`src/rtl/core/sle_pkg.sv`:
```
// ----------------------------------------------------------------------------
// Scancode line editor package
// Event codes, scancode constants, the set-1 translation tables and the
// record types passed between the decoder and the top level.
// ----------------------------------------------------------------------------
package sle_pkg;

  localparam logic [1:0] EV_APPEND = 2'd0;
  localparam logic [1:0] EV_ERASE  = 2'd1;
  localparam logic [1:0] EV_DONE   = 2'd2;

  localparam logic [7:0] SC_ENTER       = 8'h1C;
  localparam logic [7:0] SC_BACKSPACE   = 8'h0E;
  localparam logic [7:0] SC_LSHIFT_MAKE = 8'h2A;
  localparam logic [7:0] SC_LSHIFT_BRK  = 8'hAA;

  localparam logic [7:0] MAX_LENGTH_RESET = 8'd255;

  typedef struct packed {
    logic [1:0] event_res;
    logic [6:0] character;
    logic [7:0] position;
    logic       last;
  } result_t;

  typedef struct packed {
    logic [1:0] num_results;
    result_t    first;
    result_t    second;
    logic       shift_next;
    logic [7:0] count_next;
  } decode_t;

  // US layout without shift. A zero means the key has no mapping.
  function automatic logic [6:0] plain_char(input logic [5:0] code);
    logic [6:0] ch;
    case (code)
      6'd2:  ch = 7'h31;  6'd3:  ch = 7'h32;  6'd4:  ch = 7'h33;
      6'd5:  ch = 7'h34;  6'd6:  ch = 7'h35;  6'd7:  ch = 7'h36;
      6'd8:  ch = 7'h37;  6'd9:  ch = 7'h38;  6'd10: ch = 7'h39;
      6'd11: ch = 7'h30;  6'd12: ch = 7'h2D;  6'd13: ch = 7'h3D;
      6'd16: ch = 7'h71;  6'd17: ch = 7'h77;  6'd18: ch = 7'h65;
      6'd19: ch = 7'h72;  6'd20: ch = 7'h74;  6'd21: ch = 7'h79;
      6'd22: ch = 7'h75;  6'd23: ch = 7'h69;  6'd24: ch = 7'h6F;
      6'd25: ch = 7'h70;  6'd26: ch = 7'h5B;  6'd27: ch = 7'h5D;
      6'd30: ch = 7'h61;  6'd31: ch = 7'h73;  6'd32: ch = 7'h64;
      6'd33: ch = 7'h66;  6'd34: ch = 7'h67;  6'd35: ch = 7'h68;
      6'd36: ch = 7'h6A;  6'd37: ch = 7'h6B;  6'd38: ch = 7'h6C;
      6'd39: ch = 7'h3B;  6'd40: ch = 7'h27;  6'd41: ch = 7'h60;
      6'd43: ch = 7'h5C;  6'd44: ch = 7'h7A;  6'd45: ch = 7'h78;
      6'd46: ch = 7'h63;  6'd47: ch = 7'h76;  6'd48: ch = 7'h62;
      6'd49: ch = 7'h6E;  6'd50: ch = 7'h6D;  6'd51: ch = 7'h2C;
      6'd52: ch = 7'h2E;  6'd53: ch = 7'h2F;  6'd57: ch = 7'h20;
      default: ch = 7'h00;
    endcase
    return ch;
  endfunction

  // US layout with shift held.
  function automatic logic [6:0] shift_char(input logic [5:0] code);
    logic [6:0] ch;
    case (code)
      6'd2:  ch = 7'h21;  6'd3:  ch = 7'h40;  6'd4:  ch = 7'h23;
      6'd5:  ch = 7'h24;  6'd6:  ch = 7'h25;  6'd7:  ch = 7'h5E;
      6'd8:  ch = 7'h26;  6'd9:  ch = 7'h2A;  6'd10: ch = 7'h28;
      6'd11: ch = 7'h29;  6'd12: ch = 7'h5F;  6'd13: ch = 7'h2B;
      6'd16: ch = 7'h51;  6'd17: ch = 7'h57;  6'd18: ch = 7'h45;
      6'd19: ch = 7'h52;  6'd20: ch = 7'h54;  6'd21: ch = 7'h59;
      6'd22: ch = 7'h55;  6'd23: ch = 7'h49;  6'd24: ch = 7'h4F;
      6'd25: ch = 7'h50;  6'd26: ch = 7'h7B;  6'd27: ch = 7'h7D;
      6'd30: ch = 7'h41;  6'd31: ch = 7'h53;  6'd32: ch = 7'h44;
      6'd33: ch = 7'h46;  6'd34: ch = 7'h47;  6'd35: ch = 7'h48;
      6'd36: ch = 7'h4A;  6'd37: ch = 7'h4B;  6'd38: ch = 7'h4C;
      6'd39: ch = 7'h3A;  6'd40: ch = 7'h22;  6'd41: ch = 7'h7E;
      6'd43: ch = 7'h7C;  6'd44: ch = 7'h5A;  6'd45: ch = 7'h58;
      6'd46: ch = 7'h43;  6'd47: ch = 7'h56;  6'd48: ch = 7'h42;
      6'd49: ch = 7'h4E;  6'd50: ch = 7'h4D;  6'd51: ch = 7'h3C;
      6'd52: ch = 7'h3E;  6'd53: ch = 7'h3F;  6'd57: ch = 7'h20;
      default: ch = 7'h00;
    endcase
    return ch;
  endfunction

endpackage

```
`src/rtl/core/sle_if.sv`:
```
// ----------------------------------------------------------------------------
// Scancode line editor channels
// Valid/ready channels for scancodes, editing events and the length register.
// ----------------------------------------------------------------------------
interface sle_scan_if;
  logic       valid;
  logic       ready;
  logic [7:0] scancode;

  modport source (output valid, output scancode, input ready);
  modport sink   (input valid, input scancode, output ready);
endinterface

interface sle_event_if;
  logic       valid;
  logic       ready;
  logic [1:0] event_res;
  logic [6:0] character;
  logic [7:0] position;
  logic       last;

  modport source (output valid, output event_res, output character,
                  output position, output last, input ready);
  modport sink   (input valid, input event_res, input character,
                  input position, input last, output ready);
endinterface

interface sle_cfg_if;
  logic       valid;
  logic       ready;
  logic [7:0] data;

  modport source (output valid, output data, input ready);
  modport sink   (input valid, input data, output ready);
endinterface

```
`src/rtl/core/sle_decode.sv`:
```
// ----------------------------------------------------------------------------
// Scancode line editor decoder
// Translates one scancode against the current shift flag and count into up
// to two editing events and the next editor state.
// ----------------------------------------------------------------------------
module sle_decode
  import sle_pkg::*;
(
  input  logic [7:0] scancode,
  input  logic       shift_held,
  input  logic [7:0] char_count,
  input  logic [7:0] max_length,
  output decode_t    dec
);

  logic [7:0] limit;
  logic [8:0] count_inc;
  logic [6:0] ch;

  assign limit     = (max_length == 8'd0) ? 8'd1 : max_length;
  assign count_inc = {1'b0, char_count} + 9'd1;
  assign ch        = shift_held ? shift_char(scancode[5:0]) : plain_char(scancode[5:0]);

  always_comb begin
    dec             = '0;
    dec.shift_next  = shift_held;
    dec.count_next  = char_count;
    if (scancode == SC_LSHIFT_MAKE) begin
      dec.shift_next = 1'b1;
    end else if (scancode == SC_LSHIFT_BRK) begin
      dec.shift_next = 1'b0;
    end else if (scancode == SC_ENTER) begin
      dec.num_results     = 2'd1;
      dec.first.event_res = EV_DONE;
      dec.first.position  = char_count;
      dec.first.last      = 1'b1;
      dec.count_next      = 8'd0;
      dec.shift_next      = 1'b0;
    end else if (scancode == SC_BACKSPACE) begin
      if (char_count != 8'd0) begin
        dec.num_results     = 2'd1;
        dec.first.event_res = EV_ERASE;
        dec.first.position  = char_count - 8'd1;
        dec.first.last      = 1'b1;
        dec.count_next      = char_count - 8'd1;
      end
    end else if (scancode[7:6] == 2'b00 && ch != 7'd0) begin
      dec.first.event_res = EV_APPEND;
      dec.first.character = ch;
      dec.first.position  = char_count;
      // The limit is compared with >= so that a lowered limit still ends the line.
      if (count_inc >= {1'b0, limit}) begin
        dec.num_results      = 2'd2;
        dec.first.last       = 1'b0;
        dec.second.event_res = EV_DONE;
        dec.second.position  = count_inc[7:0];
        dec.second.last      = 1'b1;
        dec.count_next       = 8'd0;
        dec.shift_next       = 1'b0;
      end else begin
        dec.num_results = 2'd1;
        dec.first.last  = 1'b1;
        dec.count_next  = count_inc[7:0];
      end
    end
  end

endmodule

```
`src/rtl/core/scancode_line_editor_unit.sv`:
```
// ----------------------------------------------------------------------------
// Scancode line editor
// Accepts one set-1 scancode per cycle while input ready is high and issues
// append, erase and line-complete events; the consumer keeps the text. Each
// scancode is decoded in the cycle it is accepted and its events (none, one,
// or an append followed by line complete) are written into a result queue of
// DEPTH entries, which drains one event per cycle while the consumer takes them.
// Input ready is held high while the queue has room for two events, so with a
// consumer taking every event the block sustains one scancode per cycle while
// each yields at most one event; an append that reaches max_length yields two.
// The max_length register (reset 255, zero acts as one) is set over the cfg channel.
// ----------------------------------------------------------------------------
module scancode_line_editor_unit
  import sle_pkg::*;
#(
  parameter int DEPTH = 4
)(
  input  logic              clk,
  input  logic              rst,
  sle_scan_if.sink          keys,
  sle_event_if.source       events,
  sle_cfg_if.sink           cfg
);

  localparam int PTR_W = (DEPTH > 1) ? $clog2(DEPTH) : 1;
  localparam int CNT_W = $clog2(DEPTH + 1);

  logic [7:0]       max_length;
  logic             shift_held;
  logic [7:0]       char_count;
  decode_t          dec;

  result_t          queue [DEPTH];
  logic [PTR_W-1:0] wr_ptr;
  logic [PTR_W-1:0] rd_ptr;
  logic [CNT_W-1:0] count;
  logic [CNT_W-1:0] count_next;
  logic             in_take;
  logic             out_take;
  logic [1:0]       push_num;

  function automatic logic [PTR_W-1:0] ptr_inc(input logic [PTR_W-1:0] p);
    return (p == PTR_W'(DEPTH - 1)) ? '0 : p + PTR_W'(1);
  endfunction

  sle_decode u_decode (
    .scancode   (keys.scancode),
    .shift_held (shift_held),
    .char_count (char_count),
    .max_length (max_length),
    .dec        (dec)
  );

  assign cfg.ready  = 1'b1;
  assign keys.ready = (count <= CNT_W'(DEPTH - 2));
  assign in_take    = keys.valid && keys.ready;
  assign out_take   = events.valid && events.ready;
  assign push_num   = in_take ? dec.num_results : 2'd0;
  assign count_next = count + CNT_W'(push_num) - CNT_W'(out_take);

  assign events.valid     = (count != '0);
  assign events.event_res = queue[rd_ptr].event_res;
  assign events.character = queue[rd_ptr].character;
  assign events.position  = queue[rd_ptr].position;
  assign events.last      = queue[rd_ptr].last;

  always_ff @(posedge clk) begin
    if (rst) begin
      max_length <= MAX_LENGTH_RESET;
      shift_held <= 1'b0;
      char_count <= 8'd0;
      wr_ptr     <= '0;
      rd_ptr     <= '0;
      count      <= '0;
    end else begin
      if (cfg.valid && cfg.ready) begin
        max_length <= cfg.data;
      end
      if (in_take) begin
        shift_held <= dec.shift_next;
        char_count <= dec.count_next;
      end
      if (push_num == 2'd1) begin
        wr_ptr <= ptr_inc(wr_ptr);
      end else if (push_num == 2'd2) begin
        wr_ptr <= ptr_inc(ptr_inc(wr_ptr));
      end
      if (out_take) begin
        rd_ptr <= ptr_inc(rd_ptr);
      end
      count <= count_next;
    end
  end

  always_ff @(posedge clk) begin
    if (push_num != 2'd0) begin
      queue[wr_ptr] <= dec.first;
    end
    if (push_num == 2'd2) begin
      queue[ptr_inc(wr_ptr)] <= dec.second;
    end
  end

  a_queue_bound: assert property (@(posedge clk) disable iff (rst)
    count <= CNT_W'(DEPTH))
    else $error("result queue overflow");

  a_enter_clears: assert property (@(posedge clk) disable iff (rst)
    (in_take && keys.scancode == SC_ENTER) |=> (char_count == 8'd0 && !shift_held))
    else $error("Enter did not clear the line state");

  a_backspace_dec: assert property (@(posedge clk) disable iff (rst)
    (in_take && keys.scancode == SC_BACKSPACE && char_count != 8'd0)
      |=> (char_count == $past(char_count) - 8'd1))
    else $error("backspace did not shorten the line");

  a_not_last_is_append: assert property (@(posedge clk) disable iff (rst)
    (events.valid && !events.last) |-> (events.event_res == EV_APPEND))
    else $error("only an append may be followed by another event");

endmodule

```
`src/flat_wrapper.sv`:
```
// flat-port wrapper written by rule: the top's interface ports become plain ports
module scancode_line_editor_unit_flat import sle_pkg::*;
#(
  parameter int DEPTH = 4
)
  (clk, rst, keys_valid, keys_scancode, keys_ready, events_valid, events_event_res, events_character, events_position, events_last, events_ready, cfg_valid, cfg_data, cfg_ready);
  sle_scan_if keys_i ();
  sle_event_if events_i ();
  sle_cfg_if cfg_i ();
  input  logic clk;
  input  logic rst;
  input wire logic [$bits(keys_i.valid)-1:0] keys_valid;
  input wire logic [$bits(keys_i.scancode)-1:0] keys_scancode;
  output wire logic [$bits(keys_i.ready)-1:0] keys_ready;
  output wire logic [$bits(events_i.valid)-1:0] events_valid;
  output wire logic [$bits(events_i.event_res)-1:0] events_event_res;
  output wire logic [$bits(events_i.character)-1:0] events_character;
  output wire logic [$bits(events_i.position)-1:0] events_position;
  output wire logic [$bits(events_i.last)-1:0] events_last;
  input wire logic [$bits(events_i.ready)-1:0] events_ready;
  input wire logic [$bits(cfg_i.valid)-1:0] cfg_valid;
  input wire logic [$bits(cfg_i.data)-1:0] cfg_data;
  output wire logic [$bits(cfg_i.ready)-1:0] cfg_ready;
  assign keys_i.valid = keys_valid;
  assign keys_i.scancode = keys_scancode;
  assign keys_ready = keys_i.ready;
  assign events_valid = events_i.valid;
  assign events_event_res = events_i.event_res;
  assign events_character = events_i.character;
  assign events_position = events_i.position;
  assign events_last = events_i.last;
  assign events_i.ready = events_ready;
  assign cfg_i.valid = cfg_valid;
  assign cfg_i.data = cfg_data;
  assign cfg_ready = cfg_i.ready;
  scancode_line_editor_unit #(.DEPTH(DEPTH)) u_core (.clk(clk), .rst(rst), .keys(keys_i), .events(events_i), .cfg(cfg_i));
endmodule
```
`config.mk`:
```
export PLATFORM = sky130hd
export DESIGN_NAME = scancode_line_editor_unit_flat
export DESIGN_NICKNAME = d
export VERILOG_FILES = /design/src/rtl/core/sle_pkg.sv /design/src/rtl/core/sle_if.sv /design/src/rtl/core/sle_decode.sv /design/src/rtl/core/scancode_line_editor_unit.sv /design/src/flat_wrapper.sv
export SDC_FILE = /design/constraint.sdc
export NUM_CORES = 1
export LEC_CHECK = 0
export BUFFER_PORTS_ARGS = -buffer_cell sky130_fd_sc_hd__buf_2
export CORE_UTILIZATION = 55
export DETAILED_ROUTE_END_ITERATION = 8
export GPL_TIMING_DRIVEN = 0
export PLACE_DENSITY_LB_ADDON = 0.2
export SLEW_MARGIN = 10
export SYNTH_ARGS = -nofsm -noshare
export SYNTH_HDL_FRONTEND = slang
export SYNTH_SLANG_ARGS = --single-unit
```
`constraint.sdc`:
```
create_clock -name clk -period 4.15 [get_ports clk]
set_clock_uncertainty 0.1 [all_clocks]
set_input_delay 0 -clock clk [delete_from_list [all_inputs] [get_ports clk]]
set_output_delay 0 -clock clk [all_outputs]
set_load 0.03 [all_outputs]
```
==> metrics.txt <==
status=complete, but fails checks; failing checks=design-rule violations, max-capacitance violations, max-slew violations; placed cells=920; Root Buffer=clkbuf_16; Setup TNS=0 ns; non-filler cells, final=980; Buf+Inv Stages, Crit Path=3; Yosys reg bits=98; placed instance area=7079 sq um; IO Pins=42; max-slew violation count=7; clock sinks=98; global-route wire length before repair=34.45 mm; Final Instance Area=8358 sq um; Setup Viol. Count Final=0; Area contributors post-synth=edfxtp_1 18%, dfxtp_1 17%, mux4_2 6.7%; largest net degree at the start of global routing=17; Nets=887; critical path arrival=4.03 ns; fmax=247.1 MHz; chip height=112.3 um; Final Hold Fails=0; clk slew on worst S/H paths=0.07 ns; Post-synth EDFFs=40; std cell rows=39; worst hold slack=0.1851 ns; WL final=22.46 mm; Crit Path Category=reg2reg; Slew HR=-6.874%; Crit. End Element=flip-flop; multi-input logic area=4432 sq um; DP HPWL=15.08 mm; Gate Count Post-Synth=740; PwrDens=339.5 nW/um^2; FF/Latch Area=2375 sq um; leading area contributor after synthesis=edfxtp_1; critical path startpoint category=flip-flop; CP cell instances=and3_4 > and3_4 > nor2b_4 > nand2b_1 > ha_1 > nand3_1 > o21a_1 > o21a_4 > clkbuf_8 > nand3_1 > a21bo_2 > ha_1 > buf_8 > nand2_8 > nand3_4 > buf_6 > nor2_1 > a221oi_2 > o21ai_0; H-Tree Depth=3; Final Worst Setup Slack=0.1033 ns; top-area cell type share of the netlist area=17.96%; final period utilization=97.51%; Antenna diodes=0; IO buf count=37; Tot Pwr=2.837 mW; # DRC=5; Net Count, Synth=795; initial antenna violation count=0; Peak VDD IR=0.0003000 V; R2R Setup Slk=0.10 ns; later-pin clock latency in the skew report=0.36 ns; area grow syn2layout=25.00%; CTS tree=built; Seq/Total Area, Yosys=35.33%; yosys warns=0; vias=6834; Worst Path Required=4.14 ns; core area=11610 sq um; Util after Layout=71.97%; Cell Area, Synth=6686 sq um; Routed wire per std cell=22.92 um; fill cell count=851; count of cell types in the netlist=78; mean area per synthesized cell=9.036 sq um; TritonCTS Buffers=9; Lkg Pwr=3.047 nW; Congestion Overflow GR=0; die width=112.3 um; 1st-pass router iterations=8; largest stage delay on the critical path=0.39 ns; post-route ant nets=0; Main synth FF type=dfxtp_1; vias per cell=6.973; Starting Density=57.57%; Longest Clk Path Bufs=2; global-route usage over all layers=35.39%; number of global-route vias before repair=6426; max cap viols=1; slowest CP cell=dfxtp_4; Commonest cells post-synth=79 x nand2_1, 58 x dfxtp_1, 54 x nor2_1, 54 x o21ai_0, 40 x edfxtp_1; pre-CTS setup slack=-1.241 ns; asr flop ratio synth=0%; min Tclk post-route=4.047 ns; Hold Path Class=in2reg; family with the most delay on the worst path=simple AND/OR/NAND/NOR gates; DR iter-0 viols=1176; Crit Path Max Fanout=10; GP Congestion=0.9643; layout cells sized above 1=25.81%; die outline area=12600 sq um; Tightest Pin Transition=1.588 ns; most common cell in the synthesized netlist=nand2_1
## area by class of cell
| type | instances | area share (%) |
|---|---|---|
| tap | 143 | 2.141 |
| multi-input combinational | 556 | 53.02 |
| buffer | 49 | 3.398 |
| timing repair buffer | 83 | 7.320 |
| inverter | 35 | 1.901 |
| clock inverter | 5 | 1.018 |
| clock buffer | 11 | 2.784 |
| sequential | 98 | 28.41 |
## timing repair
item | in CTS | in global routing
pin swaps | 6 | 9
endpoints found under the setup margin | 117 | 104
buffers inserted | 13 | 14
hold endpoints to repair | 14 | 0
hold buffers | 17 | 0
gates cloned | 0 | 3
gates resized for setup | 83 | 49
## worst min-delay path: stages
cell and delay, ns:
buf_2 0.13, nor3_1 0.17, a32o_1 0.29
## logic make-up after synthesis
kind of cell             synth area share, %
AO/OA/AOI/OAI                          25.13
buffers and inverters                  5.445
XOR/XNOR                              0.9169
AND/OR/NAND/NOR                        18.06
multiplexers                           8.439
other                                0.05608
adder cells (fa/ha/maj)                6.624
flip-flops                             35.33
## cells in the final DEF, fill, tap and decap left out, types with 13 or more instances in the layout
cell           count
o211ai_1          17
ha_1              28
clkbuf_1          26
mux4_2            20
a21oi_1           25
dfxtp_1           54
nand2_1           71
nor2_1            49
buf_4             30
buf_2             48
nor4_1            13
dlygate4sd3_1     17
nand3_1           13
o21ai_0           54
a31oi_1           13
edfxtp_1          40
o32ai_1           14
a22o_1            15
inv_1             26
nor3_1            21
## report_power, final
group | leakage [nW] | internal [mW] | switching [mW] | total (mW)
sequential | 0.860 | 1.06 | 0.0440 | 1.10
clock | 0.151 | 0.534 | 0.382 | 0.915
combinational | 2.04 | 0.324 | 0.498 | 0.822
total | 3.05 | 1.91 | 0.924 | 2.84
## worst paths after layout
check | start | to | depth (start not counted)
worst max-delay path | u_core.char_count[2] | u_core.queue[0][6] | 19
worst max register to register | u_core.char_count[2] | u_core.queue[0][6] | 19
worst min register to register | u_core.queue[1][12] | u_core.queue[1][12] | 2
worst min-delay path | keys_scancode[6] | u_core.queue[2][11] | 3
## registers in the layout, summed over array words and instances (netlist names), named ones only
signal and cells:
u_core.char_count 8, u_core.count 3, u_core.max_length 8, u_core.queue 72, u_core.rd_ptr 2, u_core.shift_held 1
u_core.wr_ptr 2
## layer usage
layer / track usage (%) / part of all wire [%] / vias up
met4: 11.47 / 3.2 / 0
met1: 48.82 / 41 / 3266
met3: 8.369 / 11 / 84
met5: 0 / 0 / -
li1: - / - / 3023
met2: 54.95 / 45 / 461
Note: power is estimated with default switching activity, not from simulation.
